===== src/expr_tok_pkg.sv =====
// ----------------------------------------------------------------------------
// expr_tok_pkg
// Types, token codes and character classes for the expression tokenizer.
// ----------------------------------------------------------------------------
package expr_tok_pkg;

   localparam int MAX_LEN_BITS = 16;
   localparam int POS_WIDTH    = 16;
   localparam logic [POS_WIDTH-1:0] POS_CAP =
      (MAX_LEN_BITS >= POS_WIDTH) ? {POS_WIDTH{1'b1}}
                                  : POS_WIDTH'((64'd1 << MAX_LEN_BITS) - 64'd1);

   // number flag bit positions
   localparam int FLAG_DIG   = 0;
   localparam int FLAG_DOT   = 1;
   localparam int FLAG_EXP   = 2;
   localparam int FLAG_JUSTE = 3;

   localparam logic [7:0] CH_DOT    = 8'h2E;
   localparam logic [7:0] CH_E_LOW  = 8'h65;
   localparam logic [7:0] CH_E_UP   = 8'h45;
   localparam logic [7:0] CH_UNDER  = 8'h5F;
   localparam logic [7:0] CH_MINUS  = 8'h2D;
   localparam logic [7:0] CH_PLUS   = 8'h2B;
   localparam logic [7:0] CH_STAR   = 8'h2A;
   localparam logic [7:0] CH_SLASH  = 8'h2F;
   localparam logic [7:0] CH_PCT    = 8'h25;
   localparam logic [7:0] CH_CARET  = 8'h5E;
   localparam logic [7:0] CH_COMMA  = 8'h2C;
   localparam logic [7:0] CH_OPEN   = 8'h28;
   localparam logic [7:0] CH_CLOSE  = 8'h29;

   typedef enum logic [3:0] {
      KIND_EOF    = 4'd0,
      KIND_BAD    = 4'd1,
      KIND_NUM    = 4'd2,
      KIND_NAME   = 4'd3,
      KIND_SUB    = 4'd4,
      KIND_ADD    = 4'd5,
      KIND_MUL    = 4'd6,
      KIND_DIV    = 4'd7,
      KIND_MOD    = 4'd8,
      KIND_POW    = 4'd9,
      KIND_SEP    = 4'd10,
      KIND_LPAREN = 4'd11,
      KIND_RPAREN = 4'd12
   } tok_kind_type;

   typedef enum logic [1:0] {
      SCAN_IDLE  = 2'd0,
      SCAN_NUM   = 2'd1,
      SCAN_IDENT = 2'd2,
      SCAN_ERR   = 2'd3
   } scan_mode_type;

   typedef struct packed {
      tok_kind_type           kind;
      logic [POS_WIDTH-1:0]   offset;
      logic [POS_WIDTH-1:0]   length;
      logic                   last;
   } tok_res_type;

   function automatic logic is_digit(input logic [7:0] c);
      return c inside {[8'h30:8'h39]};
   endfunction

   function automatic logic is_alpha(input logic [7:0] c);
      return c inside {[8'h61:8'h7A], [8'h41:8'h5A]};
   endfunction

   function automatic logic is_blank(input logic [7:0] c);
      return c inside {8'h20, [8'h09:8'h0D]};
   endfunction

   // KIND_EOF means "not a one-character token"
   function automatic tok_kind_type single_kind(input logic [7:0] c);
      tok_kind_type k;
      case (c)
         CH_MINUS: k = KIND_SUB;
         CH_PLUS:  k = KIND_ADD;
         CH_STAR:  k = KIND_MUL;
         CH_SLASH: k = KIND_DIV;
         CH_PCT:   k = KIND_MOD;
         CH_CARET: k = KIND_POW;
         CH_COMMA: k = KIND_SEP;
         CH_OPEN:  k = KIND_LPAREN;
         CH_CLOSE: k = KIND_RPAREN;
         default:  k = KIND_EOF;
      endcase
      return k;
   endfunction

endpackage


===== src/expression_tokenizer_core.sv =====
// ----------------------------------------------------------------------------
// expression_tokenizer_core
// Streaming lexer: one character per request, tokens out as they end.
// ----------------------------------------------------------------------------
//  channel | direction | ports                                    | per request
//  --------+-----------+------------------------------------------+-------------
//  req     | in        | req_valid/req_stall, ch, end_mark        | one character
//  rsp     | out       | rsp_valid/rsp_stall, kind, offset, length| 0..2 tokens
//
//  A character is decoded in the cycle it is taken; its tokens sit in a
//  two-entry result buffer the next cycle. A request is taken only when the
//  buffer drains in that cycle, so one request per cycle while rsp_stall is low
//  and each yields at most one token; two tokens stall req until both drain.
//  Reset (synchronous) clears scan state, position and the result buffer count.
//  req_stall follows rsp_stall combinationally through the buffer drain check.
module expression_tokenizer_core (
   input  logic        clock,
   input  logic        reset,
   input  logic        req_valid,
   output logic        req_stall,
   input  logic [7:0]  req_ch,
   input  logic        req_end_mark,
   output logic        rsp_valid,
   input  logic        rsp_stall,
   output logic [3:0]  rsp_token_kind,
   output logic [15:0] rsp_token_offset,
   output logic [15:0] rsp_token_length,
   output logic        rsp_last
);
   import expr_tok_pkg::*;

   scan_mode_type          mode_ff, mode_in;
   logic [3:0]             flags_ff, flags_in;
   logic [POS_WIDTH-1:0]   pos_ff, pos_in;
   logic [POS_WIDTH-1:0]   tstart_ff, tstart_in;

   tok_res_type            q0_ff, q0_in, q1_ff, q1_in;
   logic [1:0]             cnt_ff, cnt_in;

   logic                   pop, accept, drained;
   logic [1:0]             remain;

   // start-of-token decode
   tok_kind_type           st_single;
   logic                   st_emit, st_load;
   scan_mode_type          st_mode;
   logic [3:0]             st_flags;
   tok_res_type            st_res;

   // pending token and malformed-number token
   tok_res_type            fin_res, err_res, eof_res;
   logic                   fin_emit;
   logic [POS_WIDTH-1:0]   tok_len;

   // results of this request
   logic                   use_a, use_b;
   tok_res_type            res_a, res_b;
   logic [1:0]             nres;
   logic [7:0]             c;

   assign c = req_ch;

   assign rsp_valid = (cnt_ff != 2'd0);
   assign pop       = rsp_valid && !rsp_stall;
   assign remain    = cnt_ff - {1'b0, pop};
   assign drained   = (remain == 2'd0);
   assign req_stall = !drained;
   assign accept    = req_valid && drained;

   assign rsp_token_kind   = q0_ff.kind;
   assign rsp_token_offset = q0_ff.offset;
   assign rsp_token_length = q0_ff.length;
   assign rsp_last         = q0_ff.last;

   assign tok_len = pos_ff - tstart_ff;

   always_comb begin
      st_single = single_kind(c);
      st_emit   = 1'b0;
      st_load   = 1'b0;
      st_mode   = SCAN_IDLE;
      st_flags  = 4'd0;
      st_res    = '{kind: st_single, offset: pos_ff, length: POS_WIDTH'(1), last: 1'b0};
      if (is_blank(c)) begin
         st_mode = SCAN_IDLE;
      end else if (is_digit(c) || c == CH_DOT) begin
         st_mode  = SCAN_NUM;
         st_load  = 1'b1;
         st_flags = is_digit(c) ? (4'd1 << FLAG_DIG) : (4'd1 << FLAG_DOT);
      end else if (is_alpha(c) || c == CH_UNDER) begin
         st_mode = SCAN_IDENT;
         st_load = 1'b1;
      end else if (st_single != KIND_EOF) begin
         st_emit = 1'b1;
      end else begin
         st_mode = SCAN_ERR;
         st_emit = 1'b1;
         st_res  = '{kind: KIND_BAD, offset: pos_ff, length: '0, last: 1'b0};
      end
   end

   always_comb begin
      err_res  = '{kind: KIND_BAD, offset: tstart_ff, length: '0, last: 1'b0};
      eof_res  = '{kind: KIND_EOF, offset: '0, length: '0, last: 1'b0};
      fin_emit = (mode_ff == SCAN_NUM) || (mode_ff == SCAN_IDENT);
      fin_res  = '{kind: KIND_NAME, offset: tstart_ff, length: tok_len, last: 1'b0};
      if (mode_ff == SCAN_NUM) begin
         if (flags_ff[FLAG_DIG]) begin
            fin_res.kind = KIND_NUM;
         end else begin
            fin_res = err_res;
         end
      end
   end

   always_comb begin
      mode_in   = mode_ff;
      flags_in  = flags_ff;
      tstart_in = tstart_ff;
      pos_in    = pos_ff;
      use_a     = 1'b0;
      use_b     = 1'b0;
      res_a     = fin_res;
      res_b     = st_res;
      if (req_end_mark) begin
         use_a     = fin_emit;
         use_b     = 1'b1;
         res_b     = eof_res;
         mode_in   = SCAN_IDLE;
         flags_in  = '0;
         tstart_in = '0;
         pos_in    = '0;
      end else begin
         if (pos_ff < POS_CAP) begin
            pos_in = pos_ff + POS_WIDTH'(1);
         end
         case (mode_ff)
            SCAN_IDLE: begin
               mode_in  = st_mode;
               flags_in = st_flags;
               use_b    = st_emit;
               if (st_load) tstart_in = pos_ff;
            end
            SCAN_IDENT: begin
               if (!(is_alpha(c) || is_digit(c) || c == CH_UNDER)) begin
                  use_a    = 1'b1;
                  mode_in  = st_mode;
                  flags_in = st_flags;
                  use_b    = st_emit;
                  if (st_load) tstart_in = pos_ff;
               end
            end
            SCAN_NUM: begin
               if (is_digit(c)) begin
                  flags_in = flags_ff | (4'd1 << FLAG_DIG);
                  flags_in[FLAG_JUSTE] = 1'b0;
               end else if (c == CH_DOT) begin
                  if (flags_ff[FLAG_DOT] || flags_ff[FLAG_EXP]) begin
                     mode_in = SCAN_ERR;
                     use_a   = 1'b1;
                     res_a   = err_res;
                  end else begin
                     flags_in = flags_ff | (4'd1 << FLAG_DOT);
                     flags_in[FLAG_JUSTE] = 1'b0;
                  end
               end else if (c == CH_E_LOW || c == CH_E_UP) begin
                  if (!flags_ff[FLAG_DIG] || flags_ff[FLAG_EXP]) begin
                     mode_in = SCAN_ERR;
                     use_a   = 1'b1;
                     res_a   = err_res;
                  end else begin
                     flags_in = flags_ff | (4'd1 << FLAG_EXP) | (4'd1 << FLAG_JUSTE);
                     flags_in[FLAG_DIG] = 1'b0;
                  end
               end else if ((c == CH_PLUS || c == CH_MINUS) && flags_ff[FLAG_JUSTE]) begin
                  flags_in[FLAG_JUSTE] = 1'b0;
               end else if (!flags_ff[FLAG_DIG]) begin
                  mode_in  = SCAN_ERR;
                  flags_in = '0;
                  use_a    = 1'b1;
                  res_a    = err_res;
               end else begin
                  use_a    = 1'b1;
                  mode_in  = st_mode;
                  flags_in = st_flags;
                  use_b    = st_emit;
                  if (st_load) tstart_in = pos_ff;
               end
            end
            default: begin
            end
         endcase
      end
   end

   // pack results and update the result buffer
   always_comb begin
      tok_res_type first_r, second_r;
      first_r  = use_a ? res_a : res_b;
      second_r = res_b;
      nres     = {1'b0, use_a} + {1'b0, use_b};
      first_r.last  = (nres == 2'd1);
      second_r.last = 1'b1;

      q0_in  = q0_ff;
      q1_in  = q1_ff;
      cnt_in = remain;
      if (pop && cnt_ff == 2'd2) begin
         q0_in = q1_ff;
      end
      if (accept) begin
         q0_in  = first_r;
         q1_in  = second_r;
         cnt_in = nres;
      end
   end

   always_ff @(posedge clock) begin
      if (reset) begin
         mode_ff   <= SCAN_IDLE;
         flags_ff  <= '0;
         pos_ff    <= '0;
         tstart_ff <= '0;
         cnt_ff    <= '0;
      end else begin
         cnt_ff <= cnt_in;
         if (accept) begin
            mode_ff   <= mode_in;
            flags_ff  <= flags_in;
            pos_ff    <= pos_in;
            tstart_ff <= tstart_in;
         end
      end
   end

   always_ff @(posedge clock) begin
      q0_ff <= q0_in;
      q1_ff <= q1_in;
   end

   a_cnt_range: assert property (@(posedge clock) disable iff (reset)
      cnt_ff != 2'd3)
      else $error("result buffer count out of range");

   a_accept_room: assert property (@(posedge clock) disable iff (reset)
      (req_valid && !req_stall) |-> (cnt_ff == 2'd0 || (cnt_ff == 2'd1 && !rsp_stall)))
      else $error("request taken without room for its tokens");

   a_eof_last: assert property (@(posedge clock) disable iff (reset)
      (rsp_valid && rsp_token_kind == KIND_EOF) |-> (rsp_last && rsp_token_length == '0))
      else $error("eof token not last or nonzero length");

   a_invalid_len: assert property (@(posedge clock) disable iff (reset)
      (rsp_valid && rsp_token_kind == KIND_BAD) |-> rsp_token_length == '0)
      else $error("invalid token with nonzero length");

   a_end_restart: assert property (@(posedge clock) disable iff (reset)
      (req_valid && !req_stall && req_end_mark) |=> (pos_ff == '0 && mode_ff == SCAN_IDLE))
      else $error("end marker did not restart the scan");

endmodule

===== config.mk =====
export PLATFORM = sky130hd
export DESIGN_NAME = expression_tokenizer_core
export DESIGN_NICKNAME = d
export VERILOG_FILES = /design/src/expr_tok_pkg.sv /design/src/expression_tokenizer_core.sv
export SDC_FILE = /design/constraint.sdc
export NUM_CORES = 1
export LEC_CHECK = 0
export ABC_AREA = 1
export BUFFER_PORTS_ARGS = -buffer_cell sky130_fd_sc_hd__buf_2
export CORE_UTILIZATION = 35
export CTS_BUF_LIST = sky130_fd_sc_hd__clkbuf_8 sky130_fd_sc_hd__clkbuf_16
export DETAILED_ROUTE_END_ITERATION = 10
export PLACE_DENSITY = 0.61
export SLEW_MARGIN = 25
export SYNTH_ARGS = -nofsm -noshare
export SYNTH_HDL_FRONTEND = slang
export SYNTH_SLANG_ARGS = --single-unit

===== constraint.sdc =====
create_clock -name clock -period 3.75 [get_ports clock]
set_input_delay 0.5625 -clock clock [delete_from_list [all_inputs] [get_ports clock]]
set_output_delay 0.5625 -clock clock [all_outputs]
set_load 0.1 [all_outputs]

# Word level (Yosys, flattened, before mapping)
# Cells that the tools add are included.
dict set report word_totals {
  register_bits 113
  inputBits 13
  output_inout_bits 39
  wordCells 185
}
dict set report op_classes {
  addsub 4
  n_lt_le_gt_ge 9
  eq_ne 37
  n_mux 84
  n_reduce_logical 36
}
# op count
set op_table {}
lappend op_table {{$mux W37} 14}
lappend op_table {{$mux W16} 10}
lappend op_table {{$mux W35} 4}
lappend op_table {{$eq A8 B6 Y1 const B} 10}
lappend op_table {{$pmux W16 S3} 1}
lappend op_table {{$mux W2} 18}
lappend op_table {{$pmux W4 S9} 1}
lappend op_table {{$eq A8 B7 Y1 const B} 4}
lappend op_table {{$mux W4} 8}
lappend op_table {{$ne A4 B4 Y1 const B} 6}
lappend op_table {{$mux W1} 22}
lappend op_table {{$reduce_and A7 Y1} 3}
lappend op_table {{$ne A5 B5 Y1 const B} 4}
lappend op_table {{$ne A3 B3 Y1 const B} 6}
lappend op_table {{$mux W17} 1}
lappend op_table {{$add A16 B1 Y16 const B} 1}
lappend op_table {{$ge A8 B7 Y1 const B} 2}
lappend op_table {{$le A8 B7 Y1 const B} 2}
lappend op_table {{$lt A16 B16 Y1 const B} 1}
lappend op_table {{$sub A16 B16 Y16} 1}
lappend op_table {{$pmux W4 S3} 1}
lappend op_table {{$reduce_bool A2 Y1} 5}
lappend op_table {{$logic_or A1 B1 Y1} 9}
lappend op_table {{$ge A8 B4 Y1 const B} 1}
lappend op_table {{22 further kinds} 35}

# Longest topological paths before layout
dict set report logic_depth {
  ltp_word 17
  depth_mapped 16
  depth_no_buf 14
}

# Worst setup path before layout
# Ideal clock, no wire load.
dict set report synth_path {
  kind {in2reg}
  start {input rsp_stall}
  end {register q0_ff, in the netlist rsp_last (enable)}
  setup_time_ns 0.487
  arrival_time_ns 3.348
  required_time_ns 3.263
  path_slack_ns -0.086
  stages 1
  path_buffers 0
  path_cell_list {o31ai_1}
}
dict set report synth_via {
  elab_chain_len 6
  elab_cells_between_ends 7
  classes_between {1 x add/sub; 6 x reduce/logical}
}
# item line
set synth_lines {}
lappend synth_lines {{from (decl)} expression_tokenizer_core.sv:24} ;# input logic rsp_stall,
lappend synth_lines {{$logic_not A1 Y1 (*)} expression_tokenizer_core.sv:64} ;# assign pop = rsp_valid && !rsp_stall;
lappend synth_lines {{$logic_and A1 B1 Y1 (*)} expression_tokenizer_core.sv:64}
lappend synth_lines {{$sub A2 B1 Y2} expression_tokenizer_core.sv:65} ;# assign remain = cnt_ff - {1'b0, pop};
lappend synth_lines {{$logic_not A2 Y1} expression_tokenizer_core.sv:66} ;# assign drained = (remain == 2'd0);
lappend synth_lines {{$logic_and A1 B1 Y1} expression_tokenizer_core.sv:68} ;# assign accept = req_valid && drained;
lappend synth_lines {{$reduce_bool A2 Y1 (no source line) (*)} n/a}
lappend synth_lines {{to (signal assigned)} expression_tokenizer_core.sv:237} ;# q0_ff <= q0_in;
lappend synth_lines {{to (decl)} expression_tokenizer_core.sv:37} ;# tok_res_type q0_ff, q0_in, q1_ff, q1_in;
# Mark *: on every way between the ends. The rest lies on a longest branch, timed or not.
# A chain may end at the register's enable or synchronous reset.

# Final worst setup path
dict set report layout_path {
  start {register mode_ff[1]}
  end {register q0_ff, in the netlist rsp_token_length[2], data pin}
}
dict set report layout_via {
  elab_chain_len 11
  elab_cells_between_ends 17
  classes_between {2 x eq/ne; 14 x mux; 1 x reduce/logical}
}
# item line
set layout_lines {}
lappend layout_lines {{from (decl)} expression_tokenizer_core.sv:32} ;# scan_mode_type mode_ff, mode_in;
lappend layout_lines {{from (signal assigned)} expression_tokenizer_core.sv:228} ;# mode_ff <= mode_in;
lappend layout_lines {{$eq A2 B1 Y1} {expression_tokenizer_core.sv:105, expression_tokenizer_core.sv:107, expression_tokenizer_core.sv:137}}
lappend layout_lines {{$mux W35} expression_tokenizer_core.sv:107} ;# if (mode_ff == SCAN_NUM) begin
lappend layout_lines {{$mux W35} expression_tokenizer_core.sv:177} ;# end else if (!flags_ff[FLAG_DIG]) begin
lappend layout_lines {{$mux W37} expression_tokenizer_core.sv:175} ;# end else if ((c == CH_PLUS || c == CH_MINUS) && flags_ff[FLAG_JUSTE]) begin
lappend layout_lines {{$mux W37} expression_tokenizer_core.sv:166} ;# end else if (c == CH_E_LOW || c == CH_E_UP) begin
lappend layout_lines {{$mux W37} expression_tokenizer_core.sv:157} ;# end else if (c == CH_DOT) begin
lappend layout_lines {{$mux W37} expression_tokenizer_core.sv:154} ;# if (is_digit(c)) begin
lappend layout_lines {{$mux W37} expression_tokenizer_core.sv:137} ;# case (mode_ff)
lappend layout_lines {{$mux W37} expression_tokenizer_core.sv:125} ;# if (req_end_mark) begin
lappend layout_lines {{$mux W37 (*)} expression_tokenizer_core.sv:199} ;# first_r = use_a ? res_a : res_b;
lappend layout_lines {{$mux W37 (*)} expression_tokenizer_core.sv:211} ;# if (accept) begin
# Marks and branches as above.

==> flow_summary_export.csv <==
group,metric,value,unit
outcome,run_status,"finished clean",
routing,viasPerCell,4.840,
critical_path,critical-path-top-delay-family,"simple AND/OR/NAND/NOR gates",
global_routing,antenna_found_initial,0,
floorplan,num_rows,47,
flow_run,cap_violations,0,
critical_path,critPathMaxFanout,13,
synth,syn_nets,801,
final_layout,layout_commonest_cell,"nand2_1",
routing,wl,13730,um
synth,ys_ff_latch,98,
global_routing,grt_overflow_total,0,
final_layout,finalInstanceArea,0.006832,mm^2
global_routing,grt_usage,15.76,%
critical_path,worst_path_most_repeated_cell,"inv_1",
global_routing,grt_pass1_wl,22750,um
routing,vias,5000,
synth,netlist_area,0.006051,mm^2
critical_path,cp-end-kind,"flop",
pwr,cellLeakagePower,2.882,nW
floorplan,dieHeight,133.5,um
final_layout,nFillCells,1680,
placed_design,place_area,0.006496,mm^2
cts,clk_path_buf_depth,2,
cts,clock-sinks,98,
synth,synth_top_flop_cell,"edfxtp_1",
synth,syn_inst,765,
placed_design,place_congestion,0.8671,
placed_design,numPortBuffers,51,
critical_path,r2r_end,"rsp_token_length[2]",
cts,ctsRootBufferMaster,"clkbuf_16",
sta,finalSetupTns,0,ns
critical_path,cp_num_buf_inv,3,
final_layout,drive_gt1_share,15.38,%
sta,max_slew_margin,49.27,%
routing,wire_per_inst,13.29,um
critical_path,crit_path_top_delay_cell,"dfxtp_1",
synth,synth-edff-count,58,
cts,postCtsHoldBufs,0,
cts,clk_pin_slew,0.07,ns
routing,drc,0,
synth,synthArstFlopShare,0,%
sta,worstMarginPinSlew,0.7608,ns
sta,fin_crit,2.424,ns
sta,clock_skew,0.006974,ns
cts,h-tree-depth,3,
cts,post_cts_buffers,0,
hold_path,hp-start,"tstart_ff[0]",
routing,dr.pass1.iters,5,
pwr,power_density,895.3,mW/mm^2
sta,hold_viol,0,
critical_path,crit_arrival,2.51,ns
critical_path,criticalPathCategory,"flop to flop",
placed_design,dpl.hpwl,10360,um
sta,fmax,412.5,MHz
sta,grt_setup_unrepaired,"false",
sta,post-route-period-util,64.65,%
critical_path,critical_path.startpoint_type,"flop",
routing,first_iter_violations,418,
final_layout,final_cell_mix,"nand2_1 (176), nor2_1 (88), nand3_1 (79), inv_1 (72), edfxtp_1 (58)",
critical_path,rr_worst_depth,11,
critical_path,reg2reg_slack,1.33,ns
floorplan,coreArea,0.01676,mm^2
critical_path,cp-endpoint,"rsp_token_length[2]",
routing,drtAntennaViolNets,0,
floorplan,die-area,0.01782,mm^2
sta,timing.hold.ws,0.4957,ns
final_layout,antennaDiodeCount,0,
critical_path,cpPeakStageDelay,0.35,ns
final_layout,nets,844,
cts,cts_buffers,9,
cts,cts-resized-gates,0,
cts,clock_insertion_delay_worst_skew,0.34,ns
critical_path,crit_chain,"inv_1, ha_1, nand2_1, inv_1, nand2_1, a21oi_1, nor2_1, a21oi_1, inv_1, nand2_4, nor2_1",
critical_path,startpoint,"mode_ff[1]",
synth,ys_warn_count,0,
sta,setup_violations,0,
critical_path,crit_cells,11,
floorplan,die_w,133.5,um
synth,synthDistinctLibCells,47,
hold_path,hp-class,"flop to flop",
sta,finalMaxSlewViolations,0,
floorplan,ios,52,
global_routing,grt_pass1_vias,4551,
critical_path,cp.required,3.83,ns
cts,cts_tree,"done",
pwr,max-vdd-ir-drop,0.9778,mV
synth,synth_area_per_cell,7.910,um^2
critical_path,r2r-start,"mode_ff[1]",
synth,ys_seq_area_share,42.02,%
final_layout,syn2layout_area_growth,12.90,%
global_routing,grt_max_degree,40,
floorplan,initial_utilization,36.10,%
[layout make-up]
cell class | count | area [um^2] | area share, %
Inverter | 83 | 320.3 | 4.689
Multi-Input combinational cell | 559 | 3058 | 44.76
Tap cell | 220 | 275.3 | 4.029
Sequential cell | 98 | 2542 | 37.22
Clock inverter | 6 | 96.34 | 1.410
Timing Repair Buffer | 57 | 300.3 | 4.396
Clock buffer | 10 | 239.0 | 3.498
[logic make-up after synthesis]
| kind of cell | after synthesis | share of synthesized area (%) |
|---|---|---|
| adders and majority gates | 23 | 4.880 |
| and+or+nand+nor | 423 | 33.60 |
| DFF | 98 | 42.02 |
| AOI/OAI and AO/OA | 91 | 8.520 |
| xor gates and xnor gates | 22 | 3.308 |
| buffers and inverters | 108 | 7.672 |
[metrics by stage]
step	setup slack, ns	instances	power [mW]	util (%)
floorplan	1.079	765	4.628	-
global placement	1.230	1017	5.107	38.76
detailed placement	1.158	1017	5.133	38.76
CTS	1.321	1033	6.166	40.76
global route	1.041	1033	6.436	40.76
finish	1.326	1033	6.116	40.76
[state kept, by name, indices dropped and copies added, names as in the netlist]
name and count:
q1_ff 21, pos_ff 16, rsp_token_length 16, rsp_token_offset 16
tstart_ff 16, flags_ff 4, rsp_token_kind 4, cnt_ff 2
mode_ff 2, rsp_last 1
[routing by layer]
| metal | track usage, % | vias to the layer above | share of wire [%] |
|---|---|---|---|
| met4 | 3.662 | 0 | 0.48 |
| met2 | 23.38 | 113 | 44 |
| li1 | - | 2630 | - |
| met1 | 24.18 | 2253 | 52 |
| met5 | 0 | - | 0 |
| met3 | 1.826 | 4 | 3.8 |
[how the worst min path moves through the flow]
stage / slack, ns / to / cells past startpoint
global route: 0.52 / tstart_ff[0] / 2
finish: 0.50 / tstart_ff[0] / 2
global placement: 0.48 / tstart_ff[0] / 2
CTS: 0.50 / tstart_ff[0] / 2
floorplan: 0.46 / tstart_ff[11] / 2
detailed placement: 0.48 / tstart_ff[0] / 2
[cell usage after synthesis (2+ instances only)]
| cell | count | share of area [%] |
|---|---|---|
| edfxtp_1 | 58 | 29 |
| dfxtp_1 | 40 | 13 |
| nor2_4 | 11 | 2.0 |
| nor3_2 | 2 | 0.33 |
| nand2_4 | 4 | 0.74 |
| buf_6 | 2 | 0.37 |
| nor2_8 | 2 | 0.66 |
| inv_1 | 72 | 4.5 |
| a21oi_1 | 57 | 4.7 |
| o21a_1 | 3 | 0.37 |
| ha_1 | 22 | 4.5 |
| xnor2_1 | 5 | 0.72 |
| xor2_1 | 16 | 2.3 |
| nand2_8 | 2 | 0.66 |
| o21ai_1 | 2 | 0.17 |
| nand4_1 | 27 | 2.8 |
| nand2_1 | 176 | 11 |
| o21ai_0 | 16 | 1.3 |
| nand3b_1 | 3 | 0.37 |
| or2_2 | 3 | 0.31 |
| o21ai_2 | 2 | 0.29 |
| nand3_4 | 2 | 0.58 |
| a21o_1 | 2 | 0.25 |
| clkbuf_1 | 10 | 0.62 |
| nor3_1 | 14 | 1.2 |
| buf_4 | 4 | 0.50 |
| o31ai_1 | 2 | 0.25 |
| nand2_2 | 9 | 0.93 |
| nand3_1 | 79 | 6.5 |
| buf_2 | 3 | 0.25 |
| nor2_1 | 88 | 5.5 |
| o21bai_1 | 2 | 0.25 |
| buf_1 | 5 | 0.31 |
| inv_2 | 7 | 0.43 |
[power by group]
group          switching (mW)  internal [mW]  total (mW)
combinational            2.76          0.604        3.37
clock                   0.415          0.611        1.03
sequential              0.115           1.61        1.72
total                    3.29           2.82        6.12
[worst register-to-register path, delay by kind of cell (launching register included)]
family | cells | cell delay, ns
AND/OR/NAND/NOR | 5 | 0.72
AO/OA/AOI/OAI | 2 | 0.42
flip-flops | 1 | 0.35
buffers and inverters | 3 | 0.34
adder cells (fa/ha/maj) | 1 | 0.34
Note: power is estimated with default switching activity, not from simulation.
